$ cat config.mk
export PLATFORM = sky130hd
export DESIGN_NAME = dcs_squelch_code_detector_core_flat
export DESIGN_NICKNAME = d
export VERILOG_FILES = /design/src/hdl/dcsd_pkg.sv /design/src/hdl/dcsd_in_if.sv /design/src/hdl/dcsd_out_if.sv /design/src/hdl/dcsd_word_check.sv /design/src/hdl/dcsd_code_cache.sv /design/src/hdl/dcs_squelch_code_detector_core.sv /design/src/flat_wrapper.sv
export SDC_FILE = /design/constraint.sdc
export NUM_CORES = 1
export LEC_CHECK = 0
export ABC_AREA = 1
export ABC_CLOCK_PERIOD_IN_PS = 3240
export BUFFER_PORTS_ARGS = -buffer_cell sky130_fd_sc_hd__buf_4
export CORE_MARGIN = 2
export CORE_UTILIZATION = 30
export DETAILED_ROUTE_END_ITERATION = 12
export SKIP_LAST_GASP = 1
export SLEW_MARGIN = 20
export SYNTH_ARGS = -nofsm -noshare
export SYNTH_HDL_FRONTEND = slang
export SYNTH_HIERARCHICAL = 1
export SYNTH_SLANG_ARGS = --single-unit
$ cat constraint.sdc
create_clock -name clk_i -period 3.24 [get_ports clk_i]
set_input_delay 0 -clock clk_i [delete_from_list [all_inputs] [get_ports clk_i]]
set_output_delay 0 -clock clk_i [all_outputs]
set_load 0.1 [all_outputs]
$ cat src/hdl/dcsd_pkg.sv
package dcsd_pkg;

  localparam int unsigned SAMPLE_W        = 16;
  localparam int unsigned WORD_W          = 23;
  localparam int unsigned CODE_W          = 9;
  localparam int unsigned PAR_N           = 11;
  localparam int unsigned CACHE_DEPTH_DEF = 12;

  localparam logic [WORD_W-1:0] EOT_PATTERN = 23'h555555;
  localparam logic [2:0]        MARKER      = 3'b100;   // bits 11..9
  localparam logic [PAR_N-1:0]  PAR_INVERT  = 11'h63A;

  localparam logic [CODE_W-1:0] PAR_MASK [PAR_N] = '{
    9'h09F, 9'h13E, 9'h0E3, 9'h1C6, 9'h113, 9'h0B9,
    9'h1ED, 9'h1DA, 9'h1B4, 9'h168, 9'h04F
  };

  localparam logic EVT_NEW_CODE = 1'b0;
  localparam logic EVT_END      = 1'b1;

  typedef logic signed [SAMPLE_W-1:0] sample_t;
  typedef logic [WORD_W-1:0]          word_t;
  typedef logic [CODE_W-1:0]          code_t;

  typedef enum logic [1:0] {
    ST_IDLE,
    ST_CHECK,
    ST_SCAN,
    ST_EMIT
  } ctrl_state_e;

  typedef enum logic {
    CACHE_IDLE,
    CACHE_SCAN
  } cache_state_e;

  typedef struct packed {
    logic  ok;
    logic  ok_neg;
    logic  eot;
    code_t code;
  } word_chk_t;

  typedef struct packed {
    logic  start;
    logic  clear;
    code_t code;
  } cache_req_t;

  typedef struct packed {
    logic done;
    logic hit;
  } cache_rsp_t;

  // marker plus eleven parity equations over the nine code bits
  function automatic logic golay_ok(word_t w);
    logic [PAR_N-1:0] expect_par;
    for (int k = 0; k < PAR_N; k++) begin
      expect_par[k] = (^(w[CODE_W-1:0] & PAR_MASK[k])) ^ PAR_INVERT[k];
    end
    return (w[11:9] == MARKER) && (w[WORD_W-1:12] == expect_par);
  endfunction

endpackage

$ cat src/hdl/dcsd_in_if.sv
interface dcsd_in_if import dcsd_pkg::*; ();
  logic    valid;
  logic    ready;
  sample_t sample;

  modport source (output valid, output sample, input ready);
  modport sink   (input valid, input sample, output ready);
endinterface

$ cat src/hdl/dcsd_out_if.sv
interface dcsd_out_if import dcsd_pkg::*; ();
  logic  valid;
  logic  ready;
  logic  event_kind;
  logic  inverted;
  code_t code;

  modport source (output valid, output event_kind, output inverted, output code, input ready);
  modport sink   (input valid, input event_kind, input inverted, input code, output ready);
endinterface

$ cat src/hdl/dcsd_word_check.sv
module dcsd_word_check import dcsd_pkg::*; (
  input  word_t     word_i,
  output word_chk_t chk_o
);

  word_t neg;
  logic  ok;
  logic  ok_neg;

  assign neg    = ~word_i;
  assign ok     = golay_ok(word_i);
  assign ok_neg = golay_ok(neg);

  always_comb begin
    chk_o.ok     = ok;
    chk_o.ok_neg = ok_neg;
    chk_o.eot    = !ok && !ok_neg && (word_i == EOT_PATTERN);
    // normal word wins; the two markers cannot both match anyway
    chk_o.code   = ok ? word_i[CODE_W-1:0] : neg[CODE_W-1:0];
  end

endmodule

$ cat src/hdl/dcsd_code_cache.sv
module dcsd_code_cache import dcsd_pkg::*; #(
  parameter int unsigned CacheDepth = CACHE_DEPTH_DEF
) (
  input  logic       clk_i,
  input  logic       rst_ni,
  input  cache_req_t req_i,
  output cache_rsp_t rsp_o
);

  localparam int unsigned IdxW = (CacheDepth > 1) ? $clog2(CacheDepth) : 1;
  localparam int unsigned CntW = $clog2(CacheDepth + 1);

  code_t mem [CacheDepth];

  cache_state_e          state_q, state_d;
  logic [CntW-1:0]       cnt_q;
  logic                  cmp_pend_q;
  logic [IdxW-1:0]       cmp_idx_q;
  logic [IdxW-1:0]       ptr_q;
  logic [CacheDepth-1:0] valid_q;
  code_t                 rd_data_q;
  code_t                 code_q;

  logic issue;
  logic hit;
  logic last;
  logic done;
  logic wr_en;

  assign issue = (state_q == CACHE_SCAN) && (cnt_q < CntW'(CacheDepth));
  assign hit   = cmp_pend_q && valid_q[cmp_idx_q] && (rd_data_q == code_q);
  assign last  = cmp_pend_q && (hit || (cmp_idx_q == IdxW'(CacheDepth - 1)));

  always_comb begin
    state_d = state_q;
    case (state_q)
      CACHE_IDLE: begin
        if (req_i.start) state_d = CACHE_SCAN;
      end
      CACHE_SCAN: begin
        if (last) state_d = CACHE_IDLE;
      end
      default: state_d = CACHE_IDLE;
    endcase
  end

  always_comb begin
    done  = (state_q == CACHE_SCAN) && last;
    wr_en = done && !hit;
    rsp_o.done = done;
    rsp_o.hit  = hit;
  end

  // one read per cycle during a scan; the registered read data is compared in the next cycle
  always_ff @(posedge clk_i) begin
    if (wr_en) mem[ptr_q] <= code_q;
    if (issue) rd_data_q <= mem[cnt_q[IdxW-1:0]];
    if (req_i.start && (state_q == CACHE_IDLE)) code_q <= req_i.code;
  end

  always_ff @(posedge clk_i or negedge rst_ni) begin
    if (!rst_ni) begin
      state_q    <= CACHE_IDLE;
      cnt_q      <= '0;
      cmp_pend_q <= 1'b0;
      cmp_idx_q  <= '0;
      ptr_q      <= '0;
      valid_q    <= '0;
    end else begin
      state_q <= state_d;
      if (state_q == CACHE_IDLE) begin
        cnt_q      <= '0;
        cmp_pend_q <= 1'b0;
      end else begin
        if (issue) cnt_q <= cnt_q + CntW'(1);
        cmp_pend_q <= issue && !done;
        cmp_idx_q  <= cnt_q[IdxW-1:0];
      end
      if (req_i.clear) begin
        valid_q <= '0;
        ptr_q   <= '0;
      end else if (wr_en) begin
        valid_q[ptr_q] <= 1'b1;
        ptr_q <= (ptr_q == IdxW'(CacheDepth - 1)) ? '0 : ptr_q + IdxW'(1);
      end
    end
  end

endmodule

$ cat src/hdl/dcs_squelch_code_detector_core.sv
// channel | dir | handshake     | payload
// in_i    | in  | valid / ready | sample (16, signed)
// out_o   | out | valid / ready | event_kind (1), inverted (1), code (9)
//
// One item at a time. An item whose word is no valid code is taken, then checked.
// A valid word runs a cache scan over up to CACHE_DEPTH entries of the code memory
// (one read port, registered read), so a new code goes through take, check, scan, emit.
// Reset empties the cache at once through per-entry valid bits; no clearing pass.
// A held result in the output register does not stop the next item being taken;
// only a further result waits for it.
module dcs_squelch_code_detector_core import dcsd_pkg::*; #(
  parameter int unsigned CACHE_DEPTH = CACHE_DEPTH_DEF
) (
  input logic         clk_i,
  input logic         rst_ni,
  dcsd_in_if.sink     in_i,
  dcsd_out_if.source  out_o
);

  ctrl_state_e state_q, state_d;
  word_t       shift_q;
  word_chk_t   chk;
  cache_req_t  cache_req;
  cache_rsp_t  cache_rsp;

  logic  out_valid_q;
  logic  out_kind_q;
  logic  out_inv_q;
  code_t out_code_q;

  logic out_free;
  logic in_ready;
  logic accept;
  logic new_bit;
  logic load_end;
  logic load_code;

  dcsd_word_check u_check (
    .word_i (shift_q),
    .chk_o  (chk)
  );

  dcsd_code_cache #(
    .CacheDepth (CACHE_DEPTH)
  ) u_cache (
    .clk_i  (clk_i),
    .rst_ni (rst_ni),
    .req_i  (cache_req),
    .rsp_o  (cache_rsp)
  );

  assign out_free = !out_valid_q || out_o.ready;
  assign accept   = in_i.valid && in_ready;
  assign new_bit  = !in_i.sample[SAMPLE_W-1] && (|in_i.sample);

  always_comb begin
    state_d = state_q;
    case (state_q)
      ST_IDLE: begin
        if (in_i.valid) state_d = ST_CHECK;
      end
      ST_CHECK: begin
        if (chk.ok || chk.ok_neg) state_d = ST_SCAN;
        else if (!chk.eot || out_free) state_d = ST_IDLE;
      end
      ST_SCAN: begin
        if (cache_rsp.done) state_d = cache_rsp.hit ? ST_IDLE : ST_EMIT;
      end
      ST_EMIT: begin
        if (out_free) state_d = ST_IDLE;
      end
      default: state_d = ST_IDLE;
    endcase
  end

  always_comb begin
    in_ready        = (state_q == ST_IDLE);
    cache_req.start = (state_q == ST_CHECK) && (chk.ok || chk.ok_neg);
    cache_req.code  = chk.code;
    load_end        = (state_q == ST_CHECK) && chk.eot && out_free;
    cache_req.clear = load_end;
    load_code       = (state_q == ST_EMIT) && out_free;
  end

  assign in_i.ready       = in_ready;
  assign out_o.valid      = out_valid_q;
  assign out_o.event_kind = out_kind_q;
  assign out_o.inverted   = out_inv_q;
  assign out_o.code       = out_code_q;

  always_ff @(posedge clk_i or negedge rst_ni) begin
    if (!rst_ni) begin
      state_q     <= ST_IDLE;
      shift_q     <= '0;
      out_valid_q <= 1'b0;
    end else begin
      state_q <= state_d;
      if (load_end) shift_q <= '0;
      else if (accept) shift_q <= {new_bit, shift_q[WORD_W-1:1]};
      if (load_end || load_code) out_valid_q <= 1'b1;
      else if (out_o.ready) out_valid_q <= 1'b0;
    end
  end

  always_ff @(posedge clk_i) begin
    if (load_end) begin
      out_kind_q <= EVT_END;
      out_inv_q  <= 1'b0;
      out_code_q <= '0;
    end else if (load_code) begin
      // shift word holds still until the next item, so the check is still valid
      out_kind_q <= EVT_NEW_CODE;
      out_inv_q  <= !chk.ok;
      out_code_q <= chk.code;
    end
  end

endmodule

$ cat src/flat_wrapper.sv
// flat-port wrapper written by rule: the top's interface ports become plain ports
module dcs_squelch_code_detector_core_flat import dcsd_pkg::*;
#(
  parameter int unsigned CACHE_DEPTH = CACHE_DEPTH_DEF
)
  (clk_i, rst_ni, in_i_valid, in_i_sample, in_i_ready, out_o_valid, out_o_event_kind, out_o_inverted, out_o_code, out_o_ready);
  dcsd_in_if in_i_i ();
  dcsd_out_if out_o_i ();
  input logic clk_i;
  input logic rst_ni;
  input wire logic [$bits(in_i_i.valid)-1:0] in_i_valid;
  input wire logic [$bits(in_i_i.sample)-1:0] in_i_sample;
  output wire logic [$bits(in_i_i.ready)-1:0] in_i_ready;
  output wire logic [$bits(out_o_i.valid)-1:0] out_o_valid;
  output wire logic [$bits(out_o_i.event_kind)-1:0] out_o_event_kind;
  output wire logic [$bits(out_o_i.inverted)-1:0] out_o_inverted;
  output wire logic [$bits(out_o_i.code)-1:0] out_o_code;
  input wire logic [$bits(out_o_i.ready)-1:0] out_o_ready;
  assign in_i_i.valid = in_i_valid;
  assign in_i_i.sample = in_i_sample;
  assign in_i_ready = in_i_i.ready;
  assign out_o_valid = out_o_i.valid;
  assign out_o_event_kind = out_o_i.event_kind;
  assign out_o_inverted = out_o_i.inverted;
  assign out_o_code = out_o_i.code;
  assign out_o_i.ready = out_o_ready;
  dcs_squelch_code_detector_core #(.CACHE_DEPTH(CACHE_DEPTH)) u_core (.clk_i(clk_i), .rst_ni(rst_ni), .in_i(in_i_i), .out_o(out_o_i));
endmodule
* After elaboration in Yosys (flattened, before gate mapping) *
Memory sizes are Yosys's and may differ from the RTL's. A register that Yosys moved wholly into a read port is not among the register bits.
Cells that the tools add are included.

word-level totals
  bits in registers = 72
  latch bits = 0
  memory bits (writable) = 108
  memory bits (read-only) = 0
  bits of input ports = 20
  output and inout bits = 13
  memories = 1

operators by class
  add/subtract/negate cells = 2
  $mul = 0
  div/mod/pow operators = 0
  order comparisons = 4
  equal/unequal tests = 16
  shift operators = 0
  muxes and demuxes = 29
  bitwise logic cells = 15
  reductions and logical operators = 59

memories
  name                depth  bits a word  read ports  clocked after memory_dff  wr ports  line                   RTL
  u_core.u_cache.mem  12     9            1           1                         1         dcsd_code_cache.sv:13  code_t mem [CacheDepth];

operators by type and width
  kind                                                 count
  XOR reduction 9 bit                                  22
  2-to-1 mux 23 bit                                    2
  2-to-1 mux 12 bit                                    2
  == test 23 bit (second input constant)               1
  inverter 23 bit                                      1
  == test 11 bit                                       2
  2-to-1 mux 4 bit                                     5
  logical AND 1 bit                                    19
  OR reduction 16 bit                                  1
  inverter 1 bit                                       13
  2-to-1 mux 2 bit                                     6
  bitwise OR 12 bit                                    1
  < comparator 4 x 5 -> 1 bit (second input constant)  2
  == test 9 bit                                        1
  2-to-1 mux 1 bit                                     9
  2-to-1 mux 9 bit                                     1
  adder 4 x 1 -> 4 bit (second input constant)         2
  == test 4 bit (second input constant)                2
  case mux 2 bit (4 select lines)                      1
  logical NOT 1 bit                                    7
  == test 3 bit (second input constant)                2
  nonzero test 2 bit                                   3
  logical OR 1 bit                                     5
  binary-select mux 1 bit (select 4 bit)               1
  other kinds (11)                                     14

* Depth between registers and ports, before layout *
Gate-level depths: netlist of the first run.

  depth in word-level cells = 13
  mapped depth = 21

* Hierarchy *
The synthesis of the first run kept the hierarchy.

modules (own cells, without submodules)
  module                          times used  cells each  area an instance (sq um)  sequential area each (sq um)
  dcsd_code_cache                 1           594         6707.7                    4434.3
  dcs_squelch_code_detector_core  1           176         1545.2                    870.8
  dcsd_word_check                 1           206         1023.5                    0.0

* Worst setup path before layout of the first run *
Ideal clock, no wire load.

  kind = register to register
  start point = register u_core.shift_q[1]
  end point = register u_core.u_cache.code_q[0] (enable)
  data arrival time = 2.447 ns
  data required time = 2.866 ns
  path slack = 0.419 ns
  cell stages (with the launch flop) = 20
  buffers on the path = 1
  clock period less this slack = 2.821 ns
  cell sequence = dfrtp_1 inv_2 ha_1 inv_1 nor2_1 nor2_1 o21ai_2 nand2_1 nor2_2 nand2_2 nor2_8 nand3_4 inv_1 buf_4 inv_1 nand2_1 nand2_1 inv_1 inv_1 nor2_1

RTL lines
  item                      line                                  RTL
  start: declaration        dcs_squelch_code_detector_core.sv:21  word_t shift_q;
  start signal: assignment  dcs_squelch_code_detector_core.sv:99  else if (accept) shift_q <= {new_bit, shift_q[WORD_W-1:1]};
  end signal: assignment    dcsd_code_cache.sv:58                 if (req_i.start && (state_q == CACHE_IDLE)) code_q <= req_i.code;
  end: declaration          dcsd_code_cache.sv:22                 code_t code_q;

==> flow_summary.ini, run 1 <==
[cells_and_area]
layout-drive-gt1-share = 0.123
antenna_cells = 0
layout_commonest_cell = nand2_1
most-common-layout-cells = nand2_1 (227), inv_1 (127), edfxtp_1 (126)
nets = 1030
design_area_sq_um = 10500
syn_to_final_growth_pct = 13.7

[sta]
rsz0062_at_grt = no
skew_ps = 18.3
fin_crit_ps = 2860
slew_viol_final = 0
slew_headroom = 0.311
setup_violations = 0
hold_violations = 0
worstMarginPinSlew_ps = 1030
tns_ps = 0
fmax_mhz = 349
finalCritPeriodShare = 0.883

[drt]
drc = 0
vias_per_cell = 4.66
drt_first_pass_iters = 7
finalWirelength_mm = 21.1
initialDrtViolationCount = 526
ant_nets = 0
detail_route.wl_per_cell_microns = 14.9
num_vias = 6564

[critical_path]
path_class = reg -> reg
cp.required_ps = 3380
startpoint_type = flop
cp-end-kind = flop
arrival_ps = 3000
crit_fanout = 10

[clocking]
cts_buffers = 17
htree_num_levels = 4
clk_transition_reported_paths_ps = 80
cts_root_buf = clkbuf_16
cts_setup_buffers = 0
cts.sinks = 189
cts_max_path_buffers = 2
worst_skew_pair.late_latency_ps = 440
cts_tree = yes

[power_and_ir_drop]
p_leak_nw = 4.34
cellPowerDensity_nw_per_um2 = 620
ir_drop_mv = 0.407
p_total_mw = 6.54

[floorplan]
coreArea_sq_um = 30500
die_w_microns = 180
dieArea_sq_um = 32300
fp.dieH_microns = 180
start_util = 0.304
row_count = 64
ios = 33

[synth]
synth_top_area_frac = 0.408
synth_seq_area_share = 0.572
netlist_area_sq_um = 9280
synth_area_leaders = edfxtp_1 (41%), dfrtp_1 (14%), nand2_1 (9.2%), inv_1 (5.1%), o21ai_0 (4.0%)
syn-instance-count = 976
synth.distinct_cells = 44
synth_area_per_cell_sq_um = 9.50
synth_warnings = 6
yosysTopAreaCell = edfxtp_1
ys_seq_elements = 189
synth_nets = 1005

[place]
portBuffers = 32
dpl_cell_area_sq_um = 9850
gp_congestion = 0.893
hpwl_mm = 14.2

[global_routing]
grt_pass1_vias = 6423
grt_util_all_layers = 0.133
overflow = 0
grt_max_degree = 53
antenna_found_initial = 0
grt_pass1_wl_mm = 34.5

[flow_run]
maxCapViolations = 0

[status]
outcome = finished, final reports clean

[worst_hold_path]
hp-class = in -> async
cells by family (layout without fill, tap and decap cells):
| logic type | count (synthesis) | in the layout | synth area share |
|---|---|---|---|
| xor+xnor | 10 | 10 | 0.00944 |
| fa+ha+maj | 9 | 9 | 0.0121 |
| flops | 189 | 189 | 0.572 |
| mux | 22 | 22 | 0.0237 |
| simple gates | 399 | 399 | 0.199 |
| buf+inv | 182 | 220 | 0.0865 |
| compound gates | 165 | 165 | 0.0974 |
worst paths after layout:
| path | start | to | slack, ps | depth (start not counted) |
|---|---|---|---|---|
| max | u_core/shift_q[3]$_DFFE_PN0P_ | u_core/u_cache/code_q[1]$_DFFE_PP_ | 380 | 20 |
| min | rst_ni | u_core/shift_q[14]$_DFFE_PN0P_ | 150 | 2 |
| min reg2reg | u_core/out_o.event_kind$_SDFFE_PP1P_ | u_core/out_o.event_kind$_SDFFE_PP1P_ | 460 | 2 |
| max reg2reg | u_core/shift_q[3]$_DFFE_PN0P_ | u_core/u_cache/code_q[1]$_DFFE_PP_ | 380 | 20 |
| min in group clk_i | in_i_valid | u_core/shift_q[21]$_DFFE_PN0P_ | 420 | 4 |
| max in group asynchronous | rst_ni | u_core/u_cache/cnt_q[0]$_DFFE_PN0P_ | 2570 | 2 |
critical path, stage by stage (launching register included):
cell and delay (ps):
dfrtp_1 480, inv_2 100, ha_1 350, inv_2 100
nand2_1 70, nand3_1 140, nand2_1 60, nand2_1 50
nand2_1 60, inv_1 60, nand2_1 120, nor2_8 190
nand3_4 150, inv_1 100, inv_1 40, nand2_1 70
nand2_1 70, inv_1 50, inv_1 40, nor2_1 80
buf_4 180
sequential cells by signal, indices dropped and copies added, names as in the netlist, 2 cells and up:
signal and cells:
u_core/u_cache/rd_data_q 9, u_core/shift_q 23, u_core/u_cache/cmp_idx_q 4, u_core/u_cache/valid_q 12, u_core/out_o.code 9, u_core/state_q 2, u_core/u_cache/mem 108, u_core/u_cache/code_q 9
u_core/u_cache/cnt_q 4, u_core/u_cache/ptr_q 4
power by group:
| part | leakage [nW] | total (mW) | switching [mW] | internal, mW |
|---|---|---|---|---|
| clock | 0.312 | 2.24 | 1.14 | 1.10 |
| sequential | 1.85 | 2.84 | 0.174 | 2.66 |
| combinational | 2.18 | 1.46 | 0.979 | 0.482 |
| total | 4.34 | 6.54 | 2.29 | 4.25 |
cells in the mapped netlist, drive strengths merged:
library cell  instances
clkinv                1
mux2i                22
dfrtp                52
nand3                60
ha                    9
nand4                15
nand2               235
edfxtp              126
nor3b                 2
inv                 137
a21oi                46
xor2                  3
nor4                  3
buf                  26
dfxtp                11
clkbuf               18
o211ai               10
nor2                 70
nand3b                7
nor3                  7
o21a                  1
o31ai                 1
a21boi                1
a31oi                 5
xnor2                 7
o21ai                79
o22ai                22
per-stage QoR:
| step | std cells | util | worst slack (ps) | hold slack (ps) |
|---|---|---|---|---|
| global route | 1410 | 0.346 | 25.7 | 215 |
| global placement | 1373 | 0.323 | 444 | 87.9 |
| floorplan | 976 | - | 419 | -296 |
| detailed placement | 1373 | 0.323 | 384 | 98.4 |
| CTS | 1410 | 0.346 | 366 | 165 |
| finish | 1410 | 0.346 | 378 | 149 |
what timing repair did:
item,4_1_cts,5_1_grt
hold buffers,5,0
hold endpoints to repair,56,0
resized for setup,0,0
cell type report:
| class | count | area, sq um |
|---|---|---|
| clock inverter | 15 | 221 |
| timing repair buffer | 50 | 400 |
| tap | 396 | 495 |
| fill | 3064 | 20000 |
| inverter | 138 | 526 |
| multi-input combinational | 605 | 3170 |
| sequential | 189 | 5310 |
| clock buffer | 17 | 425 |
per-layer routing:
layer / wire (microns) / vias to the layer above / GRT usage / share of wire
li1: - / 3301 / - / -
met5: 0 / - / 0 / 0
met3: 645 / 20 / 0.0207 / 0.031
met2: 9950 / 102 / 0.216 / 0.47
met1: 10100 / 3141 / 0.184 / 0.48
met4: 314 / 0 / 0.0367 / 0.015
No activity file was read; power rests on OpenSTA's default activity.
==> inputs of run 2 (changes only) <==
CORE_ASPECT_RATIO = 0.9   (was unset)
SYNTH_HIERARCHICAL = unset   (was 1)
==> flow_summary.ini, run 2 <==
[drt]
drt_first_pass_iters = 7
num_vias = 6337
ant_nets = 0
vias_per_cell = 4.82
initialDrtViolationCount = 485
detail_route.wl_per_cell_microns = 15.7
finalWirelength_mm = 20.6
drc = 0

[cells_and_area]
antenna_cells = 0
nets = 964
layout_commonest_cell = nand2_1
top_register = u_core.u_cache.mem
most-common-layout-cells = nand2_1 (239), edfxtp_1 (126), inv_1 (100)
reg_top3 = u_core.u_cache.mem (108), u_core.shift_q (23), u_core.u_cache.valid_q (12)
layout-drive-gt1-share = 0.116
largest_reg_flops = 108
fin_cells = 1314
syn_to_final_growth_pct = 16.1

[sta]
hold_violations = 0
rsz0062_at_grt = no
skew_ps = 8.38
tns_ps = 0
finalCritPeriodShare = 0.867
setup_violations = 0
fmax_mhz = 356
slew_viol_final = 0
fin_crit_ps = 2810
worstMarginPinSlew_ps = 1000
whs_ps = 48.6
fin_ws_ps = 432
slew_headroom = 0.330

[critical_path]
crit_path_cell_trace = inv_2, ha_1, inv_1, nand2_1, nand2_1, nand2_1, nand3_1, nand2_1, nand2_1, nor2_1, nand3_1, nand2_1, nand2_1, nor2_1, buf_4
path_buf_inv = 3
crit_fanout = 9
rr_startpoint = u_core.shift_q[3]$_DFFE_PN0P_
reg2reg_slack_ps = 430
startpoint = u_core.shift_q[3]$_DFFE_PN0P_
path_class = reg -> reg
cp_slowest_stage_delay_ps = 500
cp-end-kind = flop
startpoint_type = flop
arrival_ps = 2950
slowest_stage = dfrtp_1
cp.required_ps = 3380
crit_family = simple AND/OR/NAND/NOR gates
cpMostUsedCell = nand2_1

[global_routing]
grt_util_all_layers = 0.142
grt_max_degree = 53
grt_pass1_vias = 6130
grt_pass1_wl_mm = 33.1
overflow = 0
antenna_found_initial = 0

[place]
portBuffers = 32
pre_cts_slack_ps = 442
gp_congestion = 0.908
dp.cells = 1278
hpwl_mm = 14.3

[synth]
synth_edf_count = 126
synthArstFlopShare = 0.275
synth.distinct_cells = 38
yosysTopAreaCell = edfxtp_1
synth_area_per_cell_sq_um = 9.72
ys.flop_type = edfxtp_1
netlist_area_sq_um = 8670
syn-instance-count = 892
synth_nets = 921
synth_common_cells = nand2_1 (239), edfxtp_1 (126), inv_1 (100)
synth_seq_area_share = 0.612
synth_top_area_frac = 0.436
synth_area_leaders = edfxtp_1 (44%), dfrtp_1 (15%), nand2_1 (10%), inv_1 (4.3%), nand3_1 (3.8%)
synth_warnings = 0
yosysMostFrequentCell = nand2_1
ys_seq_elements = 189

[floorplan]
row_count = 59
start_util = 0.303
fp.dieH_microns = 165
die_w_microns = 183
dieArea_sq_um = 30300
ios = 33
coreArea_sq_um = 28600

[power_and_ir_drop]
p_leak_nw = 4.25
cellPowerDensity_nw_per_um2 = 728
ir_drop_mv = 0.362
p_total_mw = 7.33

[clocking]
cts.sinks = 189
cts_max_path_buffers = 2
cts_root_buf = clkbuf_16
htree_num_levels = 4
worst_skew_pair.late_latency_ps = 440
cts_buffers = 17
clk_transition_reported_paths_ps = 70
cts_tree = yes
cts.repair.resized = 0

[worst_hold_path]
hold_start = in_i_valid
hp-class = in -> reg

[status]
outcome = finished, final reports clean

[flow_run]
maxCapViolations = 0
run 2: changes by cell type after synthesis, moves of 12 or more:
cell / change
nand2_1: +12
o22ai_1: +13
a21oi_1: +16
inv_1: -27
mux2i_1: -22
o21ai_0: -37
nand3_1: +16
nor2_1: -12
run 2: where the power goes:
| part | total [mW] | switching, mW | internal, mW | leakage (nW) |
|---|---|---|---|---|
| Clock | 2.37 | 0.970 | 1.40 | 0.319 |
| Combinational | 2.06 | 1.39 | 0.670 | 2.02 |
| Sequential | 2.91 | 0.218 | 2.69 | 1.90 |
| Total | 7.33 | 2.57 | 4.76 | 4.25 |
run 2: stage by stage:
stage,area (sq um),util
after floorplan,8670,-
after global placement,9370,0.327
after detailed placement,9370,0.327
after CTS,10100,0.351
after global routing,10100,0.351
final,10100,0.351
run 2: worst paths after layout:
| kind | cells after the start | endpoint |
|---|---|---|
| setup / recovery | 15 | u_core.u_cache.code_q[1]$_DFFE_PP_ |
| hold / removal | 7 | u_core.state_q[1]$_DFFE_PN0P_ |
| setup reg to reg | 15 | u_core.u_cache.code_q[1]$_DFFE_PP_ |
| hold reg to reg | 2 | u_core.out_o.event_kind$_SDFFE_PP1P_ |
| max in group asynchronous | 2 | u_core.u_cache.valid_q[10]$_DFFE_PN0P_ |
| min in group asynchronous | 2 | u_core.shift_q[17]$_DFFE_PN0P_ |
run 2: metal layers:
layer | share of wire | global-route usage
met2 | 0.46 | 0.224
met5 | 0 | 0
met1 | 0.49 | 0.198
met3 | 0.048 | 0.0338
met4 | 0.011 | 0.0375
run 2: logic make-up (layout without fill, tap and decap cells):
group / Yosys count / after routing / share of synthesized area
buf+inv: 139 / 195 / 0.0630
compound gates: 158 / 158 / 0.104
simple gates: 381 / 381 / 0.190
fa+ha+maj: 9 / 9 / 0.0130
xor+xnor: 16 / 16 / 0.0179
flops: 189 / 189 / 0.612
run 2: final cells by class:
type / count / area [sq um]
Sequential cell: 189 / 5310
Multi-Input combinational cell: 564 / 2820
Clock inverter: 13 / 226
Timing Repair Buffer: 52 / 400
Tap cell: 366 / 458
Clock buffer: 19 / 433
Fill cell: 2899 / 18600
Inverter: 111 / 422
run 2: timing repair:
item	CTS	global route
endpoints found under the hold margin	55	0
setup buffers	0	0
hold buffers	4	0
run 2: worst reg2reg max path, delay by kind of cell, from the launching register on:
family / cells / cell delay [ps]
buf+inv: 3 / 500
simple gates: 11 / 1050
flops: 1 / 500
fa+ha+maj: 1 / 460
